## config.mk

```make
export PLATFORM = sky130hd
export DESIGN_NAME = bus_enumeration_slave
export DESIGN_NICKNAME = d
export VERILOG_FILES = /design/src/design/bes_pkg.sv /design/src/design/bes_rom.sv /design/src/design/bes_ctrl.sv /design/src/design/bus_enumeration_slave.sv
export VERILOG_INCLUDE_DIRS = /design/src /design/src/design
export SDC_FILE = /design/constraint.sdc
export NUM_CORES = 1
export LEC_CHECK = 0
export ABC_AREA = 1
export BUFFER_PORTS_ARGS = -buffer_cell sky130_fd_sc_hd__buf_4
export CAP_MARGIN = 20
export CORE_AREA = 3 3 113 115
export DETAILED_ROUTE_END_ITERATION = 6
export DIE_AREA = 0 0 116 118
export HOLD_SLACK_MARGIN = 0.02
export PLACE_DENSITY_LB_ADDON = 0.12
export SLEW_MARGIN = 30
export SYNTH_ARGS = -nofsm -noshare
export SYNTH_HDL_FRONTEND = slang
export SYNTH_SLANG_ARGS = --single-unit
```

## constraint.sdc

```tcl
create_clock -name clk -period 3.1 [get_ports clk]
set_input_delay 0.31 -clock clk [delete_from_list [all_inputs] [get_ports clk]]
set_output_delay 0.31 -clock clk [all_outputs]
set_load 0.03 [all_outputs]
```

## src/design/assert_macros.svh

```systemverilog
`ifndef ASSERT_MACROS_SVH
`define ASSERT_MACROS_SVH

// same-cycle implication, checked out of reset
`define BES_ASSERT_IMP(label, ante, cons) \
  label: assert property (@(posedge clk) disable iff (rst) (ante) |-> (cons)) \
    else $error("bus enumeration slave: assertion failed");

// next-cycle implication, checked out of reset
`define BES_ASSERT_NXT(label, ante, cons) \
  label: assert property (@(posedge clk) disable iff (rst) (ante) |=> (cons)) \
    else $error("bus enumeration slave: assertion failed");

`endif

```

## src/design/bes_pkg.sv

```systemverilog
package bes_pkg;

  // input operation codes
  typedef enum logic [1:0] {
    OP_START = 2'd0,
    OP_ABORT = 2'd1,
    OP_BYTE  = 2'd2,
    OP_SLOT  = 2'd3
  } op_t;

  // frame phases
  typedef enum logic [2:0] {
    PH_IDLE   = 3'd0,
    PH_ADDR   = 3'd1,
    PH_ROM    = 3'd2,
    PH_ASSIGN = 3'd3,
    PH_METHOD = 3'd4,
    PH_KEY    = 3'd5,
    PH_DONE   = 3'd6
  } phase_t;

  localparam logic [7:0]  ADDR_BROADCAST = 8'hFE;
  localparam logic [7:0]  METHOD_UNENUM  = 8'hFF;
  localparam logic [7:0]  LINE_RELEASED  = 8'hFF;
  localparam logic [31:0] KEY_RESET      = 32'hC107_2701;

  // largest descriptor store supported
  localparam int DESC_ROM_MAX = 512;

  // device descriptor contents, unlisted entries are zero
  localparam logic [7:0] DESC_ROM [DESC_ROM_MAX] = '{
    0: 8'h3A, 1: 8'h91, 2: 8'h5C, 3: 8'h0E, 4: 8'hD4, 5: 8'h27, 6: 8'h68, 7: 8'hB3,
    8: 8'h1F, 9: 8'h82, 10: 8'h4D, 11: 8'hE6, 12: 8'h70, 13: 8'h09, 14: 8'hAB,
    15: 8'hC5, 16: 8'h04, 17: 8'h01, 18: 8'h10, 19: 8'h00, 20: 8'h2A,
    default: 8'h00
  };

  // descriptor length: length entry plus id bytes plus one, capped at the depth
  function automatic int rom_length(int uuid, int depth);
    int entry;
    int len;
    entry = (uuid < depth) ? int'(DESC_ROM[uuid]) : 0;
    len   = entry + uuid + 1;
    return (len > depth) ? depth : len;
  endfunction

  // one result beat
  typedef struct packed {
    logic       ack;
    logic [7:0] drive_byte;
    logic       collision;
    logic       command_valid;
    logic [7:0] command;
    logic [7:0] own_address;
    logic       reset_done;
    logic [2:0] phase;
  } result_t;

endpackage

```

## src/design/bes_rom.sv

```systemverilog
module bes_rom #(
  parameter int ROM_DEPTH = 512,
  localparam int AW = $clog2(ROM_DEPTH),
  localparam int CW = $clog2(ROM_DEPTH + 1)
) (
  input  logic          clk,
  input  logic [CW-1:0] addr,
  output logic [7:0]    rdata
);
  import bes_pkg::*;

  // synchronous descriptor read, entries past the end read as zero
  always_ff @(posedge clk) begin
    if (addr < CW'(ROM_DEPTH)) begin
      rdata <= DESC_ROM[addr[AW-1:0]];
    end else begin
      rdata <= 8'h00;
    end
  end

endmodule

```

## src/design/bes_ctrl.sv

```systemverilog
module bes_ctrl #(
  parameter int ROM_DEPTH = 512,
  parameter int UUID_BYTES = 16,
  localparam int CW = $clog2(ROM_DEPTH + 1)
) (
  input  logic             clk,
  input  logic             rst,
  input  logic             fire,
  input  logic [1:0]       operation,
  input  logic [7:0]       data,
  input  logic [31:0]      reset_key,
  input  logic [7:0]       rom_data,
  output logic [CW-1:0]    rom_addr,
  output bes_pkg::result_t res
);
  import bes_pkg::*;

  localparam int ROM_LEN = rom_length(UUID_BYTES, ROM_DEPTH);

  phase_t        phase_reg, phase_next;
  logic [7:0]    address_reg, address_next;
  logic [CW-1:0] rom_index, rom_index_next;
  logic [1:0]    key_index, key_index_next;
  logic          key_match, key_match_next;

  op_t           op;
  logic [CW-1:0] rom_inc;
  logic [7:0]    lost;
  logic [7:0]    smear;
  logic [3:0][7:0] key_bytes;
  logic [7:0]    key_byte;
  logic          match_now;

  // state registers
  always_ff @(posedge clk) begin
    if (rst) begin
      phase_reg   <= PH_IDLE;
      address_reg <= 8'h00;
      rom_index   <= '0;
      key_index   <= 2'd0;
      key_match   <= 1'b1;
    end else begin
      phase_reg   <= phase_next;
      address_reg <= address_next;
      rom_index   <= rom_index_next;
      key_index   <= key_index_next;
      key_match   <= key_match_next;
    end
  end

  // prefetch the descriptor byte for the next slot
  assign rom_addr = rst ? '0 : rom_index_next;

  // arbitration: smear the lost bits downward from the highest one
  assign op      = op_t'(operation);
  assign rom_inc = rom_index + CW'(1);
  assign lost    = rom_data & ~data;
  always_comb begin
    smear[7] = lost[7];
    for (int i = 6; i >= 0; i--) begin
      smear[i] = smear[i+1] | lost[i];
    end
  end

  // key byte for this beat, first byte in the top bits
  assign key_bytes = reset_key;
  assign key_byte  = key_bytes[~key_index];
  assign match_now = key_match & (key_byte == data);

  // next state and result
  always_comb begin
    phase_next     = phase_reg;
    address_next   = address_reg;
    rom_index_next = rom_index;
    key_index_next = key_index;
    key_match_next = key_match;
    res            = '0;
    res.drive_byte = LINE_RELEASED;

    if (fire) begin
      unique case (op)
        OP_START: begin
          phase_next     = PH_ADDR;
          rom_index_next = '0;
          key_index_next = 2'd0;
          key_match_next = 1'b1;
        end
        OP_ABORT: begin
          phase_next = PH_IDLE;
        end
        OP_BYTE: begin
          unique case (phase_reg)
            PH_ADDR: begin
              if (data == address_reg) begin
                res.ack = 1'b1;
                if (data == 8'h00) begin
                  phase_next     = PH_ROM;
                  rom_index_next = '0;
                end else begin
                  phase_next = PH_METHOD;
                end
              end else if (data == ADDR_BROADCAST) begin
                res.ack        = 1'b1;
                phase_next     = PH_KEY;
                key_index_next = 2'd0;
                key_match_next = 1'b1;
              end else begin
                phase_next = PH_DONE;
              end
            end
            PH_ASSIGN: begin
              res.ack = 1'b1;
              if (data < ADDR_BROADCAST) begin
                address_next = data;
              end
              phase_next = PH_DONE;
            end
            PH_METHOD: begin
              res.ack = 1'b1;
              if (data == METHOD_UNENUM) begin
                address_next = 8'h00;
              end else begin
                res.command_valid = 1'b1;
                res.command       = data;
              end
              phase_next = PH_DONE;
            end
            PH_KEY: begin
              res.ack        = 1'b1;
              key_match_next = match_now;
              if (key_index == 2'd3) begin
                if (match_now) begin
                  address_next   = 8'h00;
                  res.reset_done = 1'b1;
                end
                key_index_next = 2'd0;
                phase_next     = PH_DONE;
              end else begin
                key_index_next = key_index + 2'd1;
              end
            end
            default: begin
            end
          endcase
        end
        OP_SLOT: begin
          if (phase_reg == PH_ROM) begin
            if (lost != 8'h00) begin
              res.drive_byte = rom_data | (smear >> 1);
              res.collision  = 1'b1;
              phase_next     = PH_DONE;
            end else begin
              res.drive_byte = rom_data;
              rom_index_next = rom_inc;
              if (rom_inc >= CW'(ROM_LEN)) begin
                phase_next = PH_ASSIGN;
              end
            end
          end
        end
        default: begin
        end
      endcase
    end

    res.own_address = address_next;
    res.phase       = phase_next;
  end

endmodule

```

## src/design/bus_enumeration_slave.sv

```systemverilog
// Bus enumeration slave, byte level.
// Input channel (in_valid/in_ready, operation, data): one beat per bus event,
//   frame start, frame abort, a master byte or a sensed descriptor slot byte.
// Output channel (out_valid/out_ready): exactly one result beat per input beat,
//   in order: ack, drive_byte, collision, command_valid, command,
//   own_address, reset_done and the phase after the event.
// Config channel (cfg_valid/cfg_ready, cfg_data): 32-bit broadcast reset key,
//   always ready; users write it only while no beat is in flight, unenforced.
// Each result is registered and presented in the cycle after its beat is taken.
// Throughput: one beat per cycle unless stalled. The descriptor memory is read
//   ahead at the index the next slot will use, so every slot finds its byte.
// Stall: a single output register holds the result; while it is full and
//   out_ready is low, in_ready drops and the state stays put.
// Reset: phase idle, address 0 (unenumerated), key at its default value, no
//   result pending; the descriptor prefetch restarts at entry 0.
`include "assert_macros.svh"

module bus_enumeration_slave #(
  parameter int ROM_DEPTH = 512,
  parameter int UUID_BYTES = 16
) (
  input  logic        clk,
  input  logic        rst,
  input  logic        in_valid,
  output logic        in_ready,
  input  logic [1:0]  operation,
  input  logic [7:0]  data,
  output logic        out_valid,
  input  logic        out_ready,
  output logic        ack,
  output logic [7:0]  drive_byte,
  output logic        collision,
  output logic        command_valid,
  output logic [7:0]  command,
  output logic [7:0]  own_address,
  output logic        reset_done,
  output logic [2:0]  phase,
  input  logic        cfg_valid,
  output logic        cfg_ready,
  input  logic [31:0] cfg_data
);
  import bes_pkg::*;

  localparam int CW = $clog2(ROM_DEPTH + 1);

  logic          fire;
  logic [31:0]   reset_key;
  logic [CW-1:0] rom_addr;
  logic [7:0]    rom_data;
  result_t       res;
  result_t       res_q;

  // handshakes
  assign in_ready  = !out_valid || out_ready;
  assign fire      = in_valid && in_ready;
  assign cfg_ready = 1'b1;

  // reset key register
  always_ff @(posedge clk) begin
    if (rst) begin
      reset_key <= KEY_RESET;
    end else if (cfg_valid && cfg_ready) begin
      reset_key <= cfg_data;
    end
  end

  // descriptor memory
  bes_rom #(
    .ROM_DEPTH(ROM_DEPTH)
  ) u_rom (
    .clk  (clk),
    .addr (rom_addr),
    .rdata(rom_data)
  );

  // frame control
  bes_ctrl #(
    .ROM_DEPTH (ROM_DEPTH),
    .UUID_BYTES(UUID_BYTES)
  ) u_ctrl (
    .clk      (clk),
    .rst      (rst),
    .fire     (fire),
    .operation(operation),
    .data     (data),
    .reset_key(reset_key),
    .rom_data (rom_data),
    .rom_addr (rom_addr),
    .res      (res)
  );

  // output register
  always_ff @(posedge clk) begin
    if (rst) begin
      out_valid <= 1'b0;
    end else if (fire) begin
      out_valid <= 1'b1;
    end else if (out_ready) begin
      out_valid <= 1'b0;
    end
  end

  always_ff @(posedge clk) begin
    if (fire) begin
      res_q <= res;
    end
  end

  assign ack           = res_q.ack;
  assign drive_byte    = res_q.drive_byte;
  assign collision     = res_q.collision;
  assign command_valid = res_q.command_valid;
  assign command       = res_q.command;
  assign own_address   = res_q.own_address;
  assign reset_done    = res_q.reset_done;
  assign phase         = res_q.phase;

  // checks
  `BES_ASSERT_IMP(a_coll_ends_frame, out_valid && collision, phase == PH_DONE)
  `BES_ASSERT_IMP(a_key_reset_clears, out_valid && reset_done, own_address == 8'h00)
  `BES_ASSERT_IMP(a_cmd_not_unenum, out_valid && command_valid, command != METHOD_UNENUM)
  `BES_ASSERT_NXT(a_start_addr, fire && (operation == OP_START),
                  out_valid && (phase == PH_ADDR))

endmodule
```

==> results.txt <==
----------------------------------------------------
[Clocking]
  Clock-pin slew on the worst setup and hold paths ... 0.07 ns
  Buffer levels on the longest clock path ... 2
  CTS Root Buffer Type ... sky130_fd_sc_hd__clkbuf_16
  Clock Sink Count ... 96
  Clock buffers created by TritonCTS ... 9
  Insertion delay of the later-clocked pin in the worst-skew pair ... 0.35 ns
  Count of hold-fix buffers inserted at cts ... 0
  Setup bufs post-CTS ... 0
  Resized cells post-CTS ... 0
  TritonCTS clock tree ... built
  Depth of the CTS H-tree ... 3

[Global route]
  First-pass GRT wire length ... 21800 um
  Total grt overflow ... 0
  Via count of the first global-routing pass ... 4489
  Largest net degree at the start of global routing ... 35
  Initial antenna violation count ... 0
  All-Layer GR Usage ... 19.9%

[Synth]
  Seq cells post-synth ... 96
  Dominant cell by count in the synthesized netlist ... sky130_fd_sc_hd__nand2_1
  Top cells by count, synth ... sky130_fd_sc_hd__nand2_1, sky130_fd_sc_hd__nor2_1, sky130_fd_sc_hd__dfxtp_1, sky130_fd_sc_hd__inv_1, sky130_fd_sc_hd__o21ai_0
  Netlist area before placement ... 0.00528 mm2
  Synth cell types ... 50
  Mean instance size in the synthesized netlist ... 7.64 um2
  Portion of synthesized cell area occupied by the leading cell type ... 24.6%
  Count of flip-flops with a built-in enable after synthesis ... 31
  Synth Flop Type ... sky130_fd_sc_hd__dfxtp_1
  Synth async-reset ratio ... 0%
  Leading cell types by total area after synthesis ... sky130_fd_sc_hd__dfxtp_1, sky130_fd_sc_hd__edfxtp_1, sky130_fd_sc_hd__nand2_1
  Gate count of the mapped netlist ... 691
  Nets in the synthesized netlist ... 749
  Sequential-to-total area share from yosys stat ... 42.3%
  Cell taking the most area after synthesis ... sky130_fd_sc_hd__dfxtp_1
  Count of yosys warnings during synthesis ... 0

[Worst setup path]
  Beginning of the worst register-to-register path ... u_ctrl.key_index[0]$_SDFFE_PP0P_
  Max Fanout on Critical Path ... 18
  Crit path capture type ... flip-flop
  Worst endpoint data arrival time ... 2.69 ns
  WS Path Type ... reg2reg
  Startpoint type of the worst setup path ... flip-flop
  Worst endpoint required time ... 3.21 ns
  Logic depth of the worst register-to-register path ... 12
  Beginning of the critical path ... u_ctrl.key_index[0]$_SDFFE_PP0P_

[Floorplan]
  FP Rows ... 40
  Number of top-level design ports ... 81
  Die outline height ... 118 um
  Die Width ... 116 um
  Initial core utilization ... 44.3%
  Area of the core region ... 0.0119 mm2
  Die outline area ... 0.0137 mm2

[Timing]
  Worst Clk Skew ... 0.00450 ns
  Final Cycle Share ... 83.3%
  Setup TNS ... 0 ns
  Worst relative slew slack ... 39.3%
  Setup repair after global routing missed its margin ... false
  Transition at the pin with the smallest max-transition slack ... 0.909 ns
  Smallest setup slack after layout ... 0.519 ns
  Minimum hold slack ... 0.171 ns
  Slew Viols, Final ... 0
  Minimum clock period after layout ... 2.58 ns
  Maximum clock frequency ... 387 MHz
  Final hold violation count ... 0
  Count of endpoints failing setup in the final report ... 0

[Placement]
  Placement-stage worst setup slack ... 0.545 ns
  HPWL after detailed placement ... 9870 um
  Weighted congestion at the end of routability-driven global placement ... 0.917
  Count of input and output buffers ... 79
  Total placed instance area ... 0.00596 mm2
  Cell total after placement ... 900

[Pwr]
  P_sw ... 0.728 mW
  Logic gate share of total power ... 12.4%
  Cell Int Power ... 2.02 mW
  Clk network pwr share ... 37.4%
  Pwr per Cell Area ... 441 mW/mm2
  Total power after layout ... 2.74 mW
  Sequential group share of total power ... 50.1%
  Fraction of power spent switching nets ... 26.5%
  Static leakage ... 2.80 nW
  IR drop worst, VDD ... 253 uV

[Final layout]
  Share of post-route cells with drive strength above 1 ... 22.2%
  Syn-to-layout area delta ... 18.0%
  Post-layout util ... 52.3%
  Layout Cell Area excl Fill ... 0.00623 mm2
  Largest registers ... reset_key (32), u_ctrl.rom_index (10)
  Register with the most flip-flops ... reset_key
  Antenna cell count ... 0
  Number of flip-flops under the largest register name ... 32
  Net count reported at finish ... 822
  Cell Count, Final, Fillers Out ... 916

[Routing]
  Routed wire length ... 13300 um
  Router iterations before antenna repair ... 4
  DR vias ... 4688
  Post-detailed-route wirelength per cell ... 14.5 um
  1st-iter DRT viols ... 322
  Number of remaining DRC errors ... 0
  Avg Vias per Cell ... 5.12
  Antenna-violating nets left ... 0

[Min path]
  Cell depth of the worst hold path ... 3
  Hold Startpoint ... cfg_data[0]
  Worst min-delay path category ... in2reg

[Status]
  Status ... completed

[Run]
  Count of max-cap constraint violations ... 0

----------------------------------------------------
==> worst max-delay path, stage by stage, from the launching register on <==
cell                      delay, ns
sky130_fd_sc_hd__dfxtp_1       0.79
sky130_fd_sc_hd__inv_4         0.21
sky130_fd_sc_hd__nand2_1       0.12
sky130_fd_sc_hd__nand3_1       0.07
sky130_fd_sc_hd__nand2_1       0.11
sky130_fd_sc_hd__xor2_1        0.15
sky130_fd_sc_hd__nand3_1       0.08
sky130_fd_sc_hd__nor3_1        0.17
sky130_fd_sc_hd__nand3_1       0.14
sky130_fd_sc_hd__nand2_1       0.15
sky130_fd_sc_hd__nand2_4       0.12
sky130_fd_sc_hd__o21ai_2       0.19
sky130_fd_sc_hd__inv_2         0.03
==> cells in the final DEF, fill, tap and decap left out, types with 8 or more instances in the layout <==
| cell type | netlist | layout |
|---|---|---|
| sky130_fd_sc_hd__clkbuf_16 | 0 | 9 |
| sky130_fd_sc_hd__nand3_1 | 41 | 41 |
| sky130_fd_sc_hd__inv_1 | 46 | 46 |
| sky130_fd_sc_hd__nand4_1 | 9 | 9 |
| sky130_fd_sc_hd__ha_1 | 11 | 11 |
| sky130_fd_sc_hd__a21oi_1 | 24 | 24 |
| sky130_fd_sc_hd__nor2_1 | 105 | 105 |
| sky130_fd_sc_hd__inv_2 | 18 | 18 |
| sky130_fd_sc_hd__nand2_4 | 10 | 10 |
| sky130_fd_sc_hd__dfxtp_1 | 65 | 65 |
| sky130_fd_sc_hd__o21ai_1 | 8 | 8 |
| sky130_fd_sc_hd__buf_4 | 5 | 81 |
| sky130_fd_sc_hd__nand2_1 | 171 | 171 |
| sky130_fd_sc_hd__o21ai_0 | 42 | 42 |
| sky130_fd_sc_hd__edfxtp_1 | 31 | 31 |
| sky130_fd_sc_hd__nand2_2 | 11 | 11 |
==> routing by layer <==
layer  up-vias  GRT usage [%]  wire length, um
li1       2391              -                -
met1      2147           27.7             6350
met2       130           30.8             6130
met3        20           3.96              596
met4         0           6.67              244
met5         -              0                0
==> cell type report <==
class                   count  area (um2)
repair buffers             81         608
multi-input cells         506        2660
well taps                 147         184
inverters                  70         277
flip-flops and latches     96        2230
fillers                  1163        5680
clock inverters             5        33.8
clock buffers              11         233
==> power groups by stage <==
stage | registers (mW) | clock network (mW) | logic (mW)
floorplan | 1.43 | 0 | 0.191
global placement | 1.40 | 0 | 0.339
detailed placement | 1.40 | 0 | 0.342
CTS | 1.38 | 1.06 | 0.344
global route | 1.38 | 1.11 | 0.378
finish | 1.38 | 1.03 | 0.341
==> cell families (layout without fill, tap and decap cells) <==
| family | Yosys count | count (layout) | synth area share, % |
|---|---|---|---|
| AND/OR/NAND/NOR | 379 | 379 | 34.1 |
| AO/OA/AOI/OAI | 102 | 102 | 11.5 |
| flip-flops | 96 | 96 | 42.3 |
| buffers and inverters | 89 | 167 | 7.27 |
| XOR/XNOR | 12 | 12 | 1.99 |
| adder cells (fa/ha/maj) | 11 | 11 | 2.61 |
| other | 1 | 1 | 0.0710 |
| multiplexers | 1 | 1 | 0.190 |
==> worst paths after layout <==
path / end / slack (ns)
worst min-delay path: reset_key[0]$_SDFFE_PP1P_ / 0.17
worst max register to register: own_address[5]$_DFFE_PP_ / 0.52
worst max-delay path: own_address[5]$_DFFE_PP_ / 0.52
worst min register to register: reset_key[18]$_SDFFE_PP1P_ / 0.46
(Power assumes the default switching activity.)
